## config.mk

```make
export PLATFORM = sky130hd
export DESIGN_NAME = wheel_speed_and_idle_monitor_flat
export DESIGN_NICKNAME = d
export VERILOG_FILES = /design/src/wsim_pkg.sv /design/src/wsim_in_if.sv /design/src/wsim_out_if.sv /design/src/wsim_div.sv /design/src/wsim_dp.sv /design/src/wsim_ctrl.sv /design/src/wheel_speed_and_idle_monitor.sv /design/src/flat_wrapper.sv
export SDC_FILE = /design/constraint.sdc
export NUM_CORES = 2
export LEC_CHECK = 0
export BUFFER_PORTS_ARGS = -buffer_cell sky130_fd_sc_hd__buf_2
export CORE_ASPECT_RATIO = 1.25
export CORE_MARGIN = 10
export CORE_UTILIZATION = 50
export DETAILED_ROUTE_END_ITERATION = 8
export GPL_ROUTABILITY_DRIVEN = 0
export HOLD_SLACK_MARGIN = 0.15
export PLACE_DENSITY = 0.66
export SETUP_SLACK_MARGIN = 0.15
export SLEW_MARGIN = 10
export SYNTH_ARGS = -nofsm -noshare
export SYNTH_HDL_FRONTEND = slang
export SYNTH_SLANG_ARGS = --single-unit
```

## constraint.sdc

```tcl
create_clock -name clk_i -period 17.09 [get_ports clk_i]
set_input_delay 0.8545 -clock clk_i [delete_from_list [all_inputs] [get_ports clk_i]]
set_output_delay 0.8545 -clock clk_i [all_outputs]
set_load 0.1 [all_outputs]
```

## src/wsim_pkg.sv

```systemverilog
// ----------------------------------------------------------------------------
// wsim_pkg
// types, codes and fixed widths of the wheel speed and idle monitor
// ----------------------------------------------------------------------------
package wsim_pkg;

  // field widths
  localparam int CMD_W      = 2;
  localparam int ADC_W      = 12;
  localparam int SPEED_W    = 14;
  localparam int BRIGHT_W   = 7;
  localparam int DEBOUNCE_W = 10;
  localparam int CIRC_W     = 12;
  localparam int PPR_W      = 5;
  localparam int THRESH_W   = 7;
  localparam int TIMEOUT_W  = 22;
  localparam int CFG_DATA_W = 22;
  localparam int CFG_IDX_W  = 3;

  // quotient bits produced by the serial divider
  localparam int QUO_BITS = 14;

  // register reset values
  localparam logic [DEBOUNCE_W-1:0] DEBOUNCE_RST = 10'd35;
  localparam logic [CIRC_W-1:0]     CIRC_RST     = 12'd2117;
  localparam logic [PPR_W-1:0]      PPR_RST      = 5'd4;
  localparam logic [THRESH_W-1:0]   THRESH_RST   = 7'd60;
  localparam logic [TIMEOUT_W-1:0]  TIMEOUT_RST  = 22'd10000;

  // arithmetic constants
  localparam logic [SPEED_W-1:0] SPEED_SAT  = 14'd9999;
  localparam logic [SPEED_W-1:0] SLOW_LIMIT = 14'd5;
  localparam logic [ADC_W-1:0]   ADC_FULL   = 12'd4095;
  localparam logic [BRIGHT_W-1:0] PCT_SCALE = 7'd100;

  typedef enum logic [CMD_W-1:0] {
    CMD_TICK    = 2'd0,
    CMD_REED    = 2'd1,
    CMD_MEASURE = 2'd2
  } cmd_e;

  typedef enum logic [CFG_IDX_W-1:0] {
    CFG_DEBOUNCE  = 3'd0,
    CFG_CIRC      = 3'd1,
    CFG_PPR       = 3'd2,
    CFG_THRESH    = 3'd3,
    CFG_TIMEOUT   = 3'd4
  } cfg_idx_e;

  typedef enum logic [2:0] {
    S_IDLE,
    S_MUL,
    S_SCALE,
    S_START,
    S_DIV,
    S_OUT
  } state_e;

  // controller to datapath commands
  typedef struct packed {
    logic tick;
    logic reed;
    logic snap;
    logic mul;
    logic scale;
    logic div_start;
    logic load_out;
  } ctrl_cmd_t;

endpackage

```

## src/wsim_in_if.sv

```systemverilog
// ----------------------------------------------------------------------------
// wsim_in_if
// command channel: valid/ready with command and light sample
// ----------------------------------------------------------------------------
interface wsim_in_if;
  logic                        valid;
  logic                        ready;
  logic [wsim_pkg::CMD_W-1:0]  command;
  logic [wsim_pkg::ADC_W-1:0]  adc_sample;

  modport source (output valid, output command, output adc_sample, input ready);
  modport sink   (input valid, input command, input adc_sample, output ready);
endinterface

```

## src/wsim_out_if.sv

```systemverilog
// ----------------------------------------------------------------------------
// wsim_out_if
// result channel: valid/ready with speed, brightness and flags
// ----------------------------------------------------------------------------
interface wsim_out_if;
  logic                           valid;
  logic                           ready;
  logic [wsim_pkg::SPEED_W-1:0]   speed_tenths;
  logic [wsim_pkg::BRIGHT_W-1:0]  brightness_pct;
  logic                           light_on;
  logic                           sleep_request;

  modport source (output valid, output speed_tenths, output brightness_pct,
                  output light_on, output sleep_request, input ready);
  modport sink   (input valid, input speed_tenths, input brightness_pct,
                  input light_on, input sleep_request, output ready);
endinterface

```

## src/wsim_div.sv

```systemverilog
// ----------------------------------------------------------------------------
// wsim_div
// serial restoring divider, one quotient bit a cycle, saturating result
// ----------------------------------------------------------------------------
module wsim_div #(
  parameter int NUM_W = 34,
  parameter int DEN_W = 37
) (
  input  logic                          clk_i,
  input  logic                          rst_ni,
  input  logic                          start_i,
  input  logic [NUM_W-1:0]              num_i,
  input  logic [DEN_W-1:0]              den_i,
  output logic                          done_o,
  output logic [wsim_pkg::SPEED_W-1:0]  quo_o
);

  localparam int QB     = wsim_pkg::QUO_BITS;
  localparam int DW     = (NUM_W > DEN_W + QB) ? NUM_W : DEN_W + QB;
  localparam int STEP_W = $clog2(QB + 1);

  logic              busy_q, busy_d;
  logic              chk_q, chk_d;
  logic              done_q, done_d;
  logic [STEP_W-1:0] step_q, step_d;
  logic [DW-1:0]     rem_q, rem_d;
  logic [DW-1:0]     dsh_q, dsh_d;
  logic [QB-1:0]     quo_q, quo_d;
  logic              ovf_q, ovf_d;
  logic              zero_q, zero_d;
  logic              fits;

  assign fits = (rem_q >= dsh_q);

  always_comb begin
    busy_d = busy_q;
    chk_d  = chk_q;
    done_d = 1'b0;
    step_d = step_q;
    rem_d  = rem_q;
    dsh_d  = dsh_q;
    quo_d  = quo_q;
    ovf_d  = ovf_q;
    zero_d = zero_q;
    if (start_i) begin
      busy_d = 1'b1;
      chk_d  = 1'b1;
      step_d = STEP_W'(QB);
      rem_d  = DW'(num_i);
      dsh_d  = DW'(den_i) << QB;
      quo_d  = '0;
      zero_d = (den_i == '0);
    end else if (busy_q && chk_q) begin
      // quotient would not fit in the result bits
      ovf_d = fits;
      chk_d = 1'b0;
      dsh_d = dsh_q >> 1;
    end else if (busy_q) begin
      if (fits) begin
        rem_d = rem_q - dsh_q;
      end
      quo_d  = {quo_q[QB-2:0], fits};
      dsh_d  = dsh_q >> 1;
      step_d = step_q - STEP_W'(1);
      if (step_q == STEP_W'(1)) begin
        busy_d = 1'b0;
        done_d = 1'b1;
      end
    end
  end

  always_ff @(posedge clk_i or negedge rst_ni) begin
    if (!rst_ni) begin
      busy_q <= 1'b0;
      chk_q  <= 1'b0;
      done_q <= 1'b0;
      step_q <= '0;
    end else begin
      busy_q <= busy_d;
      chk_q  <= chk_d;
      done_q <= done_d;
      step_q <= step_d;
    end
  end

  always_ff @(posedge clk_i) begin
    rem_q  <= rem_d;
    dsh_q  <= dsh_d;
    quo_q  <= quo_d;
    ovf_q  <= ovf_d;
    zero_q <= zero_d;
  end

  always_comb begin
    if (zero_q) begin
      quo_o = '0;
    end else if (ovf_q || (quo_q > wsim_pkg::SPEED_SAT)) begin
      quo_o = wsim_pkg::SPEED_SAT;
    end else begin
      quo_o = quo_q;
    end
  end

  assign done_o = done_q;

endmodule

```

## src/wsim_dp.sv

```systemverilog
// ----------------------------------------------------------------------------
// wsim_dp
// datapath: time and pulse state, config registers, speed and light maths
// ----------------------------------------------------------------------------
module wsim_dp #(
  parameter int TIME_WIDTH  = 32,
  parameter int COUNT_WIDTH = 16
) (
  input  logic                              clk_i,
  input  logic                              rst_ni,
  input  wsim_pkg::ctrl_cmd_t               cmd_i,
  input  logic [wsim_pkg::ADC_W-1:0]        adc_sample_i,
  input  logic                              cfg_we_i,
  input  logic [wsim_pkg::CFG_IDX_W-1:0]    cfg_idx_i,
  input  logic [wsim_pkg::CFG_DATA_W-1:0]   cfg_wdata_i,
  output logic                              div_done_o,
  output logic [wsim_pkg::SPEED_W-1:0]      speed_tenths_o,
  output logic [wsim_pkg::BRIGHT_W-1:0]     brightness_pct_o,
  output logic                              light_on_o,
  output logic                              sleep_request_o
);

  localparam int NUM_W   = COUNT_WIDTH + wsim_pkg::CIRC_W;
  localparam int NUM36_W = NUM_W + 6;
  localparam int DEN_W   = TIME_WIDTH + wsim_pkg::PPR_W;
  localparam int CMP_W   = (TIME_WIDTH > wsim_pkg::TIMEOUT_W) ? TIME_WIDTH
                                                              : wsim_pkg::TIMEOUT_W;
  localparam int PROD_W  = wsim_pkg::ADC_W + 7;
  localparam int BW      = wsim_pkg::BRIGHT_W;

  localparam logic [COUNT_WIDTH-1:0] COUNT_MAX = '1;

  // configuration
  logic [wsim_pkg::DEBOUNCE_W-1:0] debounce_q;
  logic [wsim_pkg::CIRC_W-1:0]     circ_q;
  logic [wsim_pkg::PPR_W-1:0]      ppr_q;
  logic [wsim_pkg::THRESH_W-1:0]   thresh_q;
  logic [wsim_pkg::TIMEOUT_W-1:0]  timeout_q;

  // architectural state
  logic [TIME_WIDTH-1:0]  time_q, time_d;
  logic [TIME_WIDTH-1:0]  last_edge_q, last_edge_d;
  logic [COUNT_WIDTH-1:0] count_q, count_d;
  logic [TIME_WIDTH-1:0]  istart_q, istart_d;
  logic [TIME_WIDTH-1:0]  mark_q, mark_d;

  // measure snapshot and working registers
  logic [COUNT_WIDTH-1:0] cnt_snap_q;
  logic [TIME_WIDTH-1:0]  elapsed_q;
  logic                   idle_q;
  logic [PROD_W-1:0]      prod_q;
  logic [NUM_W-1:0]       num_q;
  logic [DEN_W-1:0]       den_q;
  logic [BW-1:0]          bq0_q;
  logic [NUM36_W-1:0]     num36_q;
  logic [BW-1:0]          bright_q;

  // result register
  logic [wsim_pkg::SPEED_W-1:0] speed_q;
  logic [BW-1:0]                bright_out_q;
  logic                         light_q;
  logic                         sleep_q;

  logic [TIME_WIDTH-1:0]        edge_gap, elapsed, idle_gap;
  logic                         debounced, idle_long;
  logic [PROD_W:0]              bsum;
  logic [PROD_W-1:0]            brem;
  logic [wsim_pkg::SPEED_W-1:0] div_quo;

  // config writes
  always_ff @(posedge clk_i or negedge rst_ni) begin
    if (!rst_ni) begin
      debounce_q <= wsim_pkg::DEBOUNCE_RST;
      circ_q     <= wsim_pkg::CIRC_RST;
      ppr_q      <= wsim_pkg::PPR_RST;
      thresh_q   <= wsim_pkg::THRESH_RST;
      timeout_q  <= wsim_pkg::TIMEOUT_RST;
    end else if (cfg_we_i) begin
      unique case (wsim_pkg::cfg_idx_e'(cfg_idx_i))
        wsim_pkg::CFG_DEBOUNCE: debounce_q <= cfg_wdata_i[wsim_pkg::DEBOUNCE_W-1:0];
        wsim_pkg::CFG_CIRC:     circ_q     <= cfg_wdata_i[wsim_pkg::CIRC_W-1:0];
        wsim_pkg::CFG_PPR:      ppr_q      <= cfg_wdata_i[wsim_pkg::PPR_W-1:0];
        wsim_pkg::CFG_THRESH:   thresh_q   <= cfg_wdata_i[wsim_pkg::THRESH_W-1:0];
        wsim_pkg::CFG_TIMEOUT:  timeout_q  <= cfg_wdata_i[wsim_pkg::TIMEOUT_W-1:0];
        default: ;
      endcase
    end
  end

  // wrapping time differences
  assign edge_gap  = time_q - last_edge_q;
  assign elapsed   = time_q - istart_q;
  assign idle_gap  = time_q - mark_q;
  assign debounced = CMP_W'(edge_gap) > CMP_W'(debounce_q);
  assign idle_long = CMP_W'(idle_gap) > CMP_W'(timeout_q);

  always_comb begin
    time_d      = time_q;
    last_edge_d = last_edge_q;
    count_d     = count_q;
    istart_d    = istart_q;
    mark_d      = mark_q;
    if (cmd_i.tick) begin
      time_d = time_q + TIME_WIDTH'(1);
    end
    if (cmd_i.reed) begin
      if (debounced && (count_q != COUNT_MAX)) begin
        count_d = count_q + COUNT_WIDTH'(1);
      end
      last_edge_d = time_q;
    end
    if (cmd_i.snap) begin
      if (count_q != '0) begin
        mark_d = time_q;
      end
      istart_d = time_q;
      count_d  = '0;
    end
  end

  always_ff @(posedge clk_i or negedge rst_ni) begin
    if (!rst_ni) begin
      time_q      <= '0;
      last_edge_q <= '0;
      count_q     <= '0;
      istart_q    <= '0;
      mark_q      <= '0;
    end else begin
      time_q      <= time_d;
      last_edge_q <= last_edge_d;
      count_q     <= count_d;
      istart_q    <= istart_d;
      mark_q      <= mark_d;
    end
  end

  // brightness: divide by 4095 via x*(1 + 2^-12)/2^12, then one correction
  assign bsum = (PROD_W + 1)'(prod_q) + (PROD_W + 1)'(prod_q >> 12);
  assign brem = prod_q - PROD_W'(bq0_q) * PROD_W'(wsim_pkg::ADC_FULL);

  always_ff @(posedge clk_i) begin
    if (cmd_i.snap) begin
      cnt_snap_q <= count_q;
      elapsed_q  <= elapsed;
      idle_q     <= idle_long;
      prod_q     <= PROD_W'(adc_sample_i) * PROD_W'(wsim_pkg::PCT_SCALE);
    end
    if (cmd_i.mul) begin
      num_q <= NUM_W'(cnt_snap_q) * NUM_W'(circ_q);
      den_q <= DEN_W'(ppr_q) * DEN_W'(elapsed_q);
      bq0_q <= BW'(bsum >> 12);
    end
    if (cmd_i.scale) begin
      // times 36 as 32 + 4
      num36_q  <= (NUM36_W'(num_q) << 5) + (NUM36_W'(num_q) << 2);
      bright_q <= (brem >= PROD_W'(wsim_pkg::ADC_FULL)) ? bq0_q + BW'(1) : bq0_q;
    end
    if (cmd_i.load_out) begin
      speed_q      <= div_quo;
      bright_out_q <= bright_q;
      light_q      <= (bright_q < thresh_q);
      sleep_q      <= idle_q && (div_quo < wsim_pkg::SLOW_LIMIT);
    end
  end

  wsim_div #(
    .NUM_W (NUM36_W),
    .DEN_W (DEN_W)
  ) u_div (
    .clk_i   (clk_i),
    .rst_ni  (rst_ni),
    .start_i (cmd_i.div_start),
    .num_i   (num36_q),
    .den_i   (den_q),
    .done_o  (div_done_o),
    .quo_o   (div_quo)
  );

  assign speed_tenths_o   = speed_q;
  assign brightness_pct_o = bright_out_q;
  assign light_on_o       = light_q;
  assign sleep_request_o  = sleep_q;

endmodule

```

## src/wsim_ctrl.sv

```systemverilog
// ----------------------------------------------------------------------------
// wsim_ctrl
// controller: command decode, measure sequencing and result handshake
// ----------------------------------------------------------------------------
module wsim_ctrl (
  input  logic                          clk_i,
  input  logic                          rst_ni,
  input  logic                          in_valid_i,
  input  logic [wsim_pkg::CMD_W-1:0]    in_command_i,
  output logic                          in_ready_o,
  input  logic                          out_ready_i,
  output logic                          out_valid_o,
  input  logic                          div_done_i,
  output wsim_pkg::ctrl_cmd_t           cmd_o
);

  wsim_pkg::state_e state_q, state_d;
  logic             out_valid_q, out_valid_d;
  logic             slot_free;
  logic             is_measure;

  assign slot_free  = !out_valid_q || out_ready_i;
  assign is_measure = (wsim_pkg::cmd_e'(in_command_i) == wsim_pkg::CMD_MEASURE);

  // next state
  always_comb begin
    state_d = state_q;
    unique case (state_q)
      wsim_pkg::S_IDLE:  if (in_valid_i && is_measure) state_d = wsim_pkg::S_MUL;
      wsim_pkg::S_MUL:   state_d = wsim_pkg::S_SCALE;
      wsim_pkg::S_SCALE: state_d = wsim_pkg::S_START;
      wsim_pkg::S_START: state_d = wsim_pkg::S_DIV;
      wsim_pkg::S_DIV:   if (div_done_i) state_d = wsim_pkg::S_OUT;
      wsim_pkg::S_OUT:   if (slot_free) state_d = wsim_pkg::S_IDLE;
      default:           state_d = wsim_pkg::S_IDLE;
    endcase
  end

  // outputs
  always_comb begin
    cmd_o      = '0;
    in_ready_o = 1'b0;
    unique case (state_q)
      wsim_pkg::S_IDLE: begin
        in_ready_o = 1'b1;
        if (in_valid_i) begin
          unique case (wsim_pkg::cmd_e'(in_command_i))
            wsim_pkg::CMD_TICK:    cmd_o.tick = 1'b1;
            wsim_pkg::CMD_REED:    cmd_o.reed = 1'b1;
            wsim_pkg::CMD_MEASURE: cmd_o.snap = 1'b1;
            default: ;
          endcase
        end
      end
      wsim_pkg::S_MUL:   cmd_o.mul       = 1'b1;
      wsim_pkg::S_SCALE: cmd_o.scale     = 1'b1;
      wsim_pkg::S_START: cmd_o.div_start = 1'b1;
      wsim_pkg::S_DIV: ;
      wsim_pkg::S_OUT:   cmd_o.load_out  = slot_free;
      default: ;
    endcase
  end

  always_comb begin
    if (cmd_o.load_out) begin
      out_valid_d = 1'b1;
    end else if (out_ready_i) begin
      out_valid_d = 1'b0;
    end else begin
      out_valid_d = out_valid_q;
    end
  end

  always_ff @(posedge clk_i or negedge rst_ni) begin
    if (!rst_ni) begin
      state_q     <= wsim_pkg::S_IDLE;
      out_valid_q <= 1'b0;
    end else begin
      state_q     <= state_d;
      out_valid_q <= out_valid_d;
    end
  end

  assign out_valid_o = out_valid_q;

endmodule

```

## src/wheel_speed_and_idle_monitor.sv

```systemverilog
// ----------------------------------------------------------------------------
// wheel_speed_and_idle_monitor
// reed pulse speedometer with light sensing and idle detection
// ----------------------------------------------------------------------------
// tick and reed commands are taken back to back while the controller is idle
// a measure steps through the multiply, scale, divider start and divide states,
// then waits in its output state until the result register is free, taking no
// command meanwhile; the serial divider makes one overflow check, then one
// quotient bit a cycle; commands flow while a loaded result awaits its transfer
// reset clears time, pulse and mark state to zero and loads the register defaults
module wheel_speed_and_idle_monitor #(
  parameter int TIME_WIDTH  = 32,
  parameter int COUNT_WIDTH = 16
) (
  input  logic                              clk_i,
  input  logic                              rst_ni,
  wsim_in_if.sink                           in_if,
  wsim_out_if.source                        out_if,
  input  logic                              cfg_we_i,
  input  logic [wsim_pkg::CFG_IDX_W-1:0]    cfg_idx_i,
  input  logic [wsim_pkg::CFG_DATA_W-1:0]   cfg_wdata_i
);

  // command bundle from the sequencer to the datapath
  wsim_pkg::ctrl_cmd_t ctrl_cmd;
  // divider finished, quotient held until the result load
  logic                div_done;

  // controller: accepts one command a cycle while idle, runs the measure
  // sequence and owns the result valid flag
  wsim_ctrl u_ctrl (
    .clk_i        (clk_i),
    .rst_ni       (rst_ni),
    .in_valid_i   (in_if.valid),
    .in_command_i (in_if.command),
    .in_ready_o   (in_if.ready),
    .out_ready_i  (out_if.ready),
    .out_valid_o  (out_if.valid),
    .div_done_i   (div_done),
    .cmd_o        (ctrl_cmd)
  );

  // datapath: millisecond clock, debounced pulse count, interval and
  // activity marks, speed division, brightness scaling and result register
  wsim_dp #(
    .TIME_WIDTH  (TIME_WIDTH),
    .COUNT_WIDTH (COUNT_WIDTH)
  ) u_dp (
    .clk_i            (clk_i),
    .rst_ni           (rst_ni),
    .cmd_i            (ctrl_cmd),
    .adc_sample_i     (in_if.adc_sample),
    .cfg_we_i         (cfg_we_i),
    .cfg_idx_i        (cfg_idx_i),
    .cfg_wdata_i      (cfg_wdata_i),
    .div_done_o       (div_done),
    .speed_tenths_o   (out_if.speed_tenths),
    .brightness_pct_o (out_if.brightness_pct),
    .light_on_o       (out_if.light_on),
    .sleep_request_o  (out_if.sleep_request)
  );

endmodule

```

## src/flat_wrapper.sv

```systemverilog
// flat-port wrapper written by rule: the top's interface ports become plain ports
module wheel_speed_and_idle_monitor_flat 
#(
  parameter int TIME_WIDTH  = 32,
  parameter int COUNT_WIDTH = 16
)
  (clk_i, rst_ni, cfg_we_i, cfg_idx_i, cfg_wdata_i, in_if_valid, in_if_command, in_if_adc_sample, in_if_ready, out_if_valid, out_if_speed_tenths, out_if_brightness_pct, out_if_light_on, out_if_sleep_request, out_if_ready);
  wsim_in_if in_if_i ();
  wsim_out_if out_if_i ();
  input  logic clk_i;
  input  logic rst_ni;
  input  logic cfg_we_i;
  input  logic [wsim_pkg::CFG_IDX_W-1:0] cfg_idx_i;
  input  logic [wsim_pkg::CFG_DATA_W-1:0] cfg_wdata_i;
  input wire logic [$bits(in_if_i.valid)-1:0] in_if_valid;
  input wire logic [$bits(in_if_i.command)-1:0] in_if_command;
  input wire logic [$bits(in_if_i.adc_sample)-1:0] in_if_adc_sample;
  output wire logic [$bits(in_if_i.ready)-1:0] in_if_ready;
  output wire logic [$bits(out_if_i.valid)-1:0] out_if_valid;
  output wire logic [$bits(out_if_i.speed_tenths)-1:0] out_if_speed_tenths;
  output wire logic [$bits(out_if_i.brightness_pct)-1:0] out_if_brightness_pct;
  output wire logic [$bits(out_if_i.light_on)-1:0] out_if_light_on;
  output wire logic [$bits(out_if_i.sleep_request)-1:0] out_if_sleep_request;
  input wire logic [$bits(out_if_i.ready)-1:0] out_if_ready;
  assign in_if_i.valid = in_if_valid;
  assign in_if_i.command = in_if_command;
  assign in_if_i.adc_sample = in_if_adc_sample;
  assign in_if_ready = in_if_i.ready;
  assign out_if_valid = out_if_i.valid;
  assign out_if_speed_tenths = out_if_i.speed_tenths;
  assign out_if_brightness_pct = out_if_i.brightness_pct;
  assign out_if_light_on = out_if_i.light_on;
  assign out_if_sleep_request = out_if_i.sleep_request;
  assign out_if_i.ready = out_if_ready;
  wheel_speed_and_idle_monitor #(.TIME_WIDTH(TIME_WIDTH), .COUNT_WIDTH(COUNT_WIDTH)) u_core (.clk_i(clk_i), .rst_ni(rst_ni), .in_if(in_if_i), .out_if(out_if_i), .cfg_we_i(cfg_we_i), .cfg_idx_i(cfg_idx_i), .cfg_wdata_i(cfg_wdata_i));
endmodule
```

Yosys cells after proc, flatten, opt, wreduce, memory -nomap -nowiden
Cells that the tools add are included.

storage, ports and cells
  bits in registers = 531
  input bits = 44
  output and inout bits = 25
  word-level logic and storage cells = 152

operators by class
  add/sub/neg operators = 11
  $mul = 4
  magnitude comparators = 7
  eq/ne operators = 17
  multiplexer cells = 42
  bitwise operators = 2
  reductions and logical operators = 33

operator list
  operator               number
  $mux 51                3
  $mux 34                4
  $sub 32x32->32         3
  $ge 51x51->1           1
  $sub 51x51->51         1
  $mux 16                3
  $logic_not 37->1       1
  $mul 5x32->37          1
  $add 33x30->34         1
  $add 32x1->32 const B  1
  $gt 32x10->1           1
  $gt 32x22->1           1
  $mul 16x12->28         1
  $mux 14                2
  $mux 1                 20
  $reduce_and 2->1       10
  $add 19x7->19          1
  $ge 19x12->1 const B   1
  $mul 7x12->19 const B  1
  $sub 19x19->19         1
  $pmux 3 s6             1
  $mul 12x5->17 const B  1
  $add 16x1->16 const B  1
  $ne 16x16->1 const B   1
  other kinds (26)       54

Longest topological paths before layout
  word-level depth = 6
  mapped depth = 25
  mapped depth without buffers = 23

By module
A second synthesis with hierarchy kept.

second synthesis, totals
  cell total of the unflattened synthesis = 4681
  area total of the unflattened synthesis = 43800.8 sq um

by module, submodules not included
  module     times used  cells an instance  area an instance (sq um)  sequential area each (sq um)
  wsim_dp    1           3669               35232.5                   11031.8
  wsim_div   1           986                8305.5                    3268.1
  wsim_ctrl  1           26                 262.8                     100.1

Worst setup path after synthesis
Ideal clock, no wire load.

  path type = reg-to-reg
  start point = register u_core.u_ctrl.state_q[0]
  end point = register u_core.u_ctrl.state_q[1]
  library setup time = 0.097 ns
  data arrival time = 6.434 ns
  required time = 16.993 ns
  path slack = 10.558 ns
  cell stages (with the launch flop) = 4
  buffers on the path = 1
  cell sequence = dfrtp_1 > clkbuf_1 > nor3b_1 > or2_2

on the way
  cells in the longest elaborated chain, start to end = 3
  elaborated cells on any way between the ends = 11
  classes of those cells = 8 x eq/ne; 1 x mux; 2 x reduce/logical

ends and longest elaborated chain
  element                                               line             text
  from (decl)                                           wsim_ctrl.sv:17  wsim_pkg::state_e state_q, state_d;
  from (signal assigned)                                wsim_ctrl.sv:76  state_q <= wsim_pkg::S_IDLE;
  from (signal assigned)                                wsim_ctrl.sv:79  state_q <= state_d;
  $eq 3x3->1 / $logic_not 3->1 (equally long branches)  wsim_ctrl.sv:28  unique case (state_q)
  $ne 2x2->1 (no source line)                           n/a
  $reduce_and 3->1 (no source line)                     n/a

Parallel ways exist; a longest one is shown, timed or not.
A chain may end at the register's enable or synchronous reset.

Worst setup path after layout
  start point = register u_core.u_dp.circ_q[5] (netlist name)
  end point = register u_core.u_dp.num_q[27] (data pin)

on the way
  cells in the longest elaborated chain, start to end = 1

ends and longest elaborated chain
  element                 line            text
  from (decl)             wsim_dp.sv:35   logic [wsim_pkg::CIRC_W-1:0] circ_q;
  from (signal assigned)  wsim_dp.sv:74   circ_q <= wsim_pkg::CIRC_RST;
  from (signal assigned)  wsim_dp.sv:81   wsim_pkg::CFG_CIRC: circ_q <= cfg_wdata_i[wsim_pkg::CIRC_W-1:0];
  $mul 16x12->28          wsim_dp.sv:149  num_q <= NUM_W'(cnt_snap_q) * NUM_W'(circ_q);
  to (signal assigned)    wsim_dp.sv:149
  to (decl)               wsim_dp.sv:52   logic [NUM_W-1:0] num_q;

No other way between the ends.

==> reports/qor.yml <==
clock_network:
  htreeDepth: 2
  clk_path_buf_depth: 3
  clk_pin_slew_ns: 0.06
  post-cts-setup-buffer-count: 0
  root_buffer: "clkbuf_16"
  numCtsBuffers: 60
  cts_tree: "yes"
  clk_latency_ns: 0.64
  cts_sinks: 529
  cts_resized: 0
  ctsHoldBuffers: 0
synth:
  yosys-top-cells-area: "edfxtp_1 19%, fa_1 13%, ha_1 12%"
  synth_top_family_by_area: "adder cells"
  synth-edff-count: 273
  synth_compound_area_frac: 0.1308
  async_flop_share: 0.3989
  synth.cell_area_um2: 43150
  synth_cell_type_count: 81
  synth-adder-area-share: 0.2495
  ys_seq_elements: 529
  syn_inst: 4563
  synth_top_cell_by_area: "edfxtp_1"
  ys_seq_area_frac: 0.3337
  synthSimpleGateAreaFrac: 0.1496
  yosysTopAreaCellShare: 0.1900
  synthTopCellsByCount: "596 x inv_1, 572 x nand2_1, 414 x ha_1"
  synth_xor_area_frac: 0.04993
  avgSynthCellArea_um2: 9.457
  synth_warnings: 0
  synthMuxAreaShare: 0.02186
  synth.net_count: 5300
  synthMostInstantiatedCell: "inv_1"
  ys.flop_type: "edfxtp_1"
die:
  start_util: 0.5042
  die_area_um2: 98530
  fp.dieW_um: 282.8
  coreArea_um2: 85580
  rows: 120
  dieHeight_um: 348.5
  ios: 69
drt:
  wire_per_inst_um: 16.03
  vias: 31222
  drtIter0Drc: 1759
  routed_wl_um: 91830
  drt-vias-per-instance: 5.451
  ant_nets: 0
  dr.pass1.iters: 8
  drcViolationCount: 0
timing:
  hold_viol_final: 0
  worst_clock_skew_ns: 0.03589
  finalSetupViolCount: 0
  max_freq_ghz: 0.1590
  slew_headroom: 0.2427
  fin_crit_ns: 6.290
  finalSetupTns_ns: 0
  rsz0062_at_grt: "no"
  slew_violations: 0
  worstMarginPinSlew_ns: 1.134
  fin_crit_sh: 0.3680
final_layout:
  layout-drive-gt1-share: 0.06652
  nets: 5315
  antenna_cells: 0
  utilization: 0.5454
  syn_to_final_growth_pct: 8.159
grt:
  grt.total_usage: 0.1895
  grt_pass1_wl_um: 154800
  grt_pass1_vias: 31723
  antenna_found_initial: 1
  grt.overflow.total: 0
  gr-usage-met1: 0.2298
  busiest_layer: "met2"
  grt_util_met3: 0.02190
  use_met2: 0.3451
  grt_max_degree: 96
run:
  cap_violations: 0
setup_path:
  start_kind: "flip-flop"
  critical_path_class: "reg -> reg"
  cp_max_fo: 17
  reg2reg_setup_slack_ns: 10.80
  r2r-end: "u_core.u_dp.num_q[27]"
  r2r-start: "u_core.u_dp.circ_q[5]"
  worstPathRequired_ns: 17.58
  crit_arrival_ns: 6.78
  r2r_cells: 17
  crit_path_end_kind: "flip-flop"
placed_design:
  port_buffers: 68
  place_hpwl_um: 71180
outcome:
  status: "complete, no violations"
hold_path:
  hold_class: "in -> async"
## flip-flops by register name, summed over array words and instances, names as in the netlist, 10 cells and up
signal,flops
u_core.u_dp.istart_q,32
u_core.u_dp.num_q,28
u_core.u_dp.mark_q,32
u_core.u_dp.timeout_q,22
u_core.u_dp.debounce_q,10
u_core.u_dp.u_div.quo_q,14
u_core.u_dp.den_q,37
u_core.u_dp.prod_q,17
u_core.u_dp.count_q,16
u_core.u_dp.cnt_snap_q,16
u_core.u_dp.u_div.dsh_q,51
u_core.u_dp.time_q,32
u_core.u_dp.last_edge_q,32
u_core.u_dp.u_div.rem_q,51
u_core.u_dp.speed_tenths_o,14
u_core.u_dp.circ_q,12
u_core.u_dp.num36_q,32
u_core.u_dp.elapsed_q,32
## layout make-up
| type | instances | area [um2] |
|---|---|---|
| clock inverters | 32 | 350.3 |
| clock buffers | 82 | 1770 |
| flip-flops and latches | 529 | 14400 |
| inverters | 596 | 2242 |
| fillers | 7689 | 38910 |
| multi-input cells | 3299 | 26000 |
| repair buffers | 92 | 530.5 |
| well taps | 1098 | 1374 |
## logic make-up (layout without fill, tap and decap cells)
group / after synthesis / after routing
xor gates and xnor gates: 246 / 246
AOI/OAI and AO/OA: 919 / 919
and+or+nand+nor: 1354 / 1354
DFF: 529 / 529
muxes: 87 / 87
buffers and inverters: 735 / 802
adders and majority gates: 693 / 693
## layer usage
metal | share of wire | wire length [um]
met2 | 0.51 | 46440
met1 | 0.43 | 39610
met3 | 0.034 | 3100
met5 | 0 | 0
met4 | 0.029 | 2682
## worst max-delay path by stage
| stage | startpoint | endpoint | slack (ns) | cells after the start |
|---|---|---|---|---|
| after detailed placement | u_core.u_dp.circ_q[5] | u_core.u_dp.num_q[27] | 10.81 | 17 |
| final | u_core.u_dp.circ_q[5] | u_core.u_dp.num_q[27] | 10.80 | 17 |
| after global routing | u_core.u_dp.circ_q[5] | u_core.u_dp.num_q[27] | 10.39 | 22 |
| after global placement | u_core.u_dp.circ_q[5] | u_core.u_dp.num_q[27] | 10.90 | 17 |
| after CTS | u_core.u_dp.circ_q[5] | u_core.u_dp.num_q[27] | 10.80 | 17 |
| after floorplan | u_core.u_ctrl.state_q[0] | u_core.u_ctrl.state_q[1] | 10.56 | 3 |
## cell usage in the layout (no fill, tap or decap), types with 141 or more instances in the layout
master	instances
inv_1	594
nand2_1	572
ha_1	414
o21ai_0	292
fa_1	279
edfxtp_1	273
a21oi_1	261
nor2_1	214
dfrtp_1	194
xnor2_1	176
and2_1	141
## metrics by stage
step	hold WS [ns]	setup slack (ns)	instances	cell area [um2]
2_1_floorplan	0.4168	10.56	4563	43150
3_3_place_gp	0.4448	10.90	5614	44550
3_5_place_dp	0.4511	10.81	5614	44550
4_1_cts	0.2279	10.80	5728	46670
5_1_grt	0.2600	10.39	5728	46670
6_report	0.2233	10.80	5728	46670
## worst max-delay path, stage by stage, from the launching register on
cell,delay [ns]
dfrtp_1,0.71
nand2_1,0.16
fa_1,0.55
inv_1,0.05
fa_1,0.50
inv_1,0.05
fa_1,0.48
inv_1,0.06
fa_1,0.51
fa_1,0.50
ha_1,0.25
o41ai_1,0.63
o211a_1,0.32
a311oi_1,0.17
o41ai_1,0.47
o21ai_0,0.23
or4_1,0.43
nand3_1,0.09
Power is not shown: default switching activity piles up to over one toggle a cycle in this logic, so the estimate is an artifact.
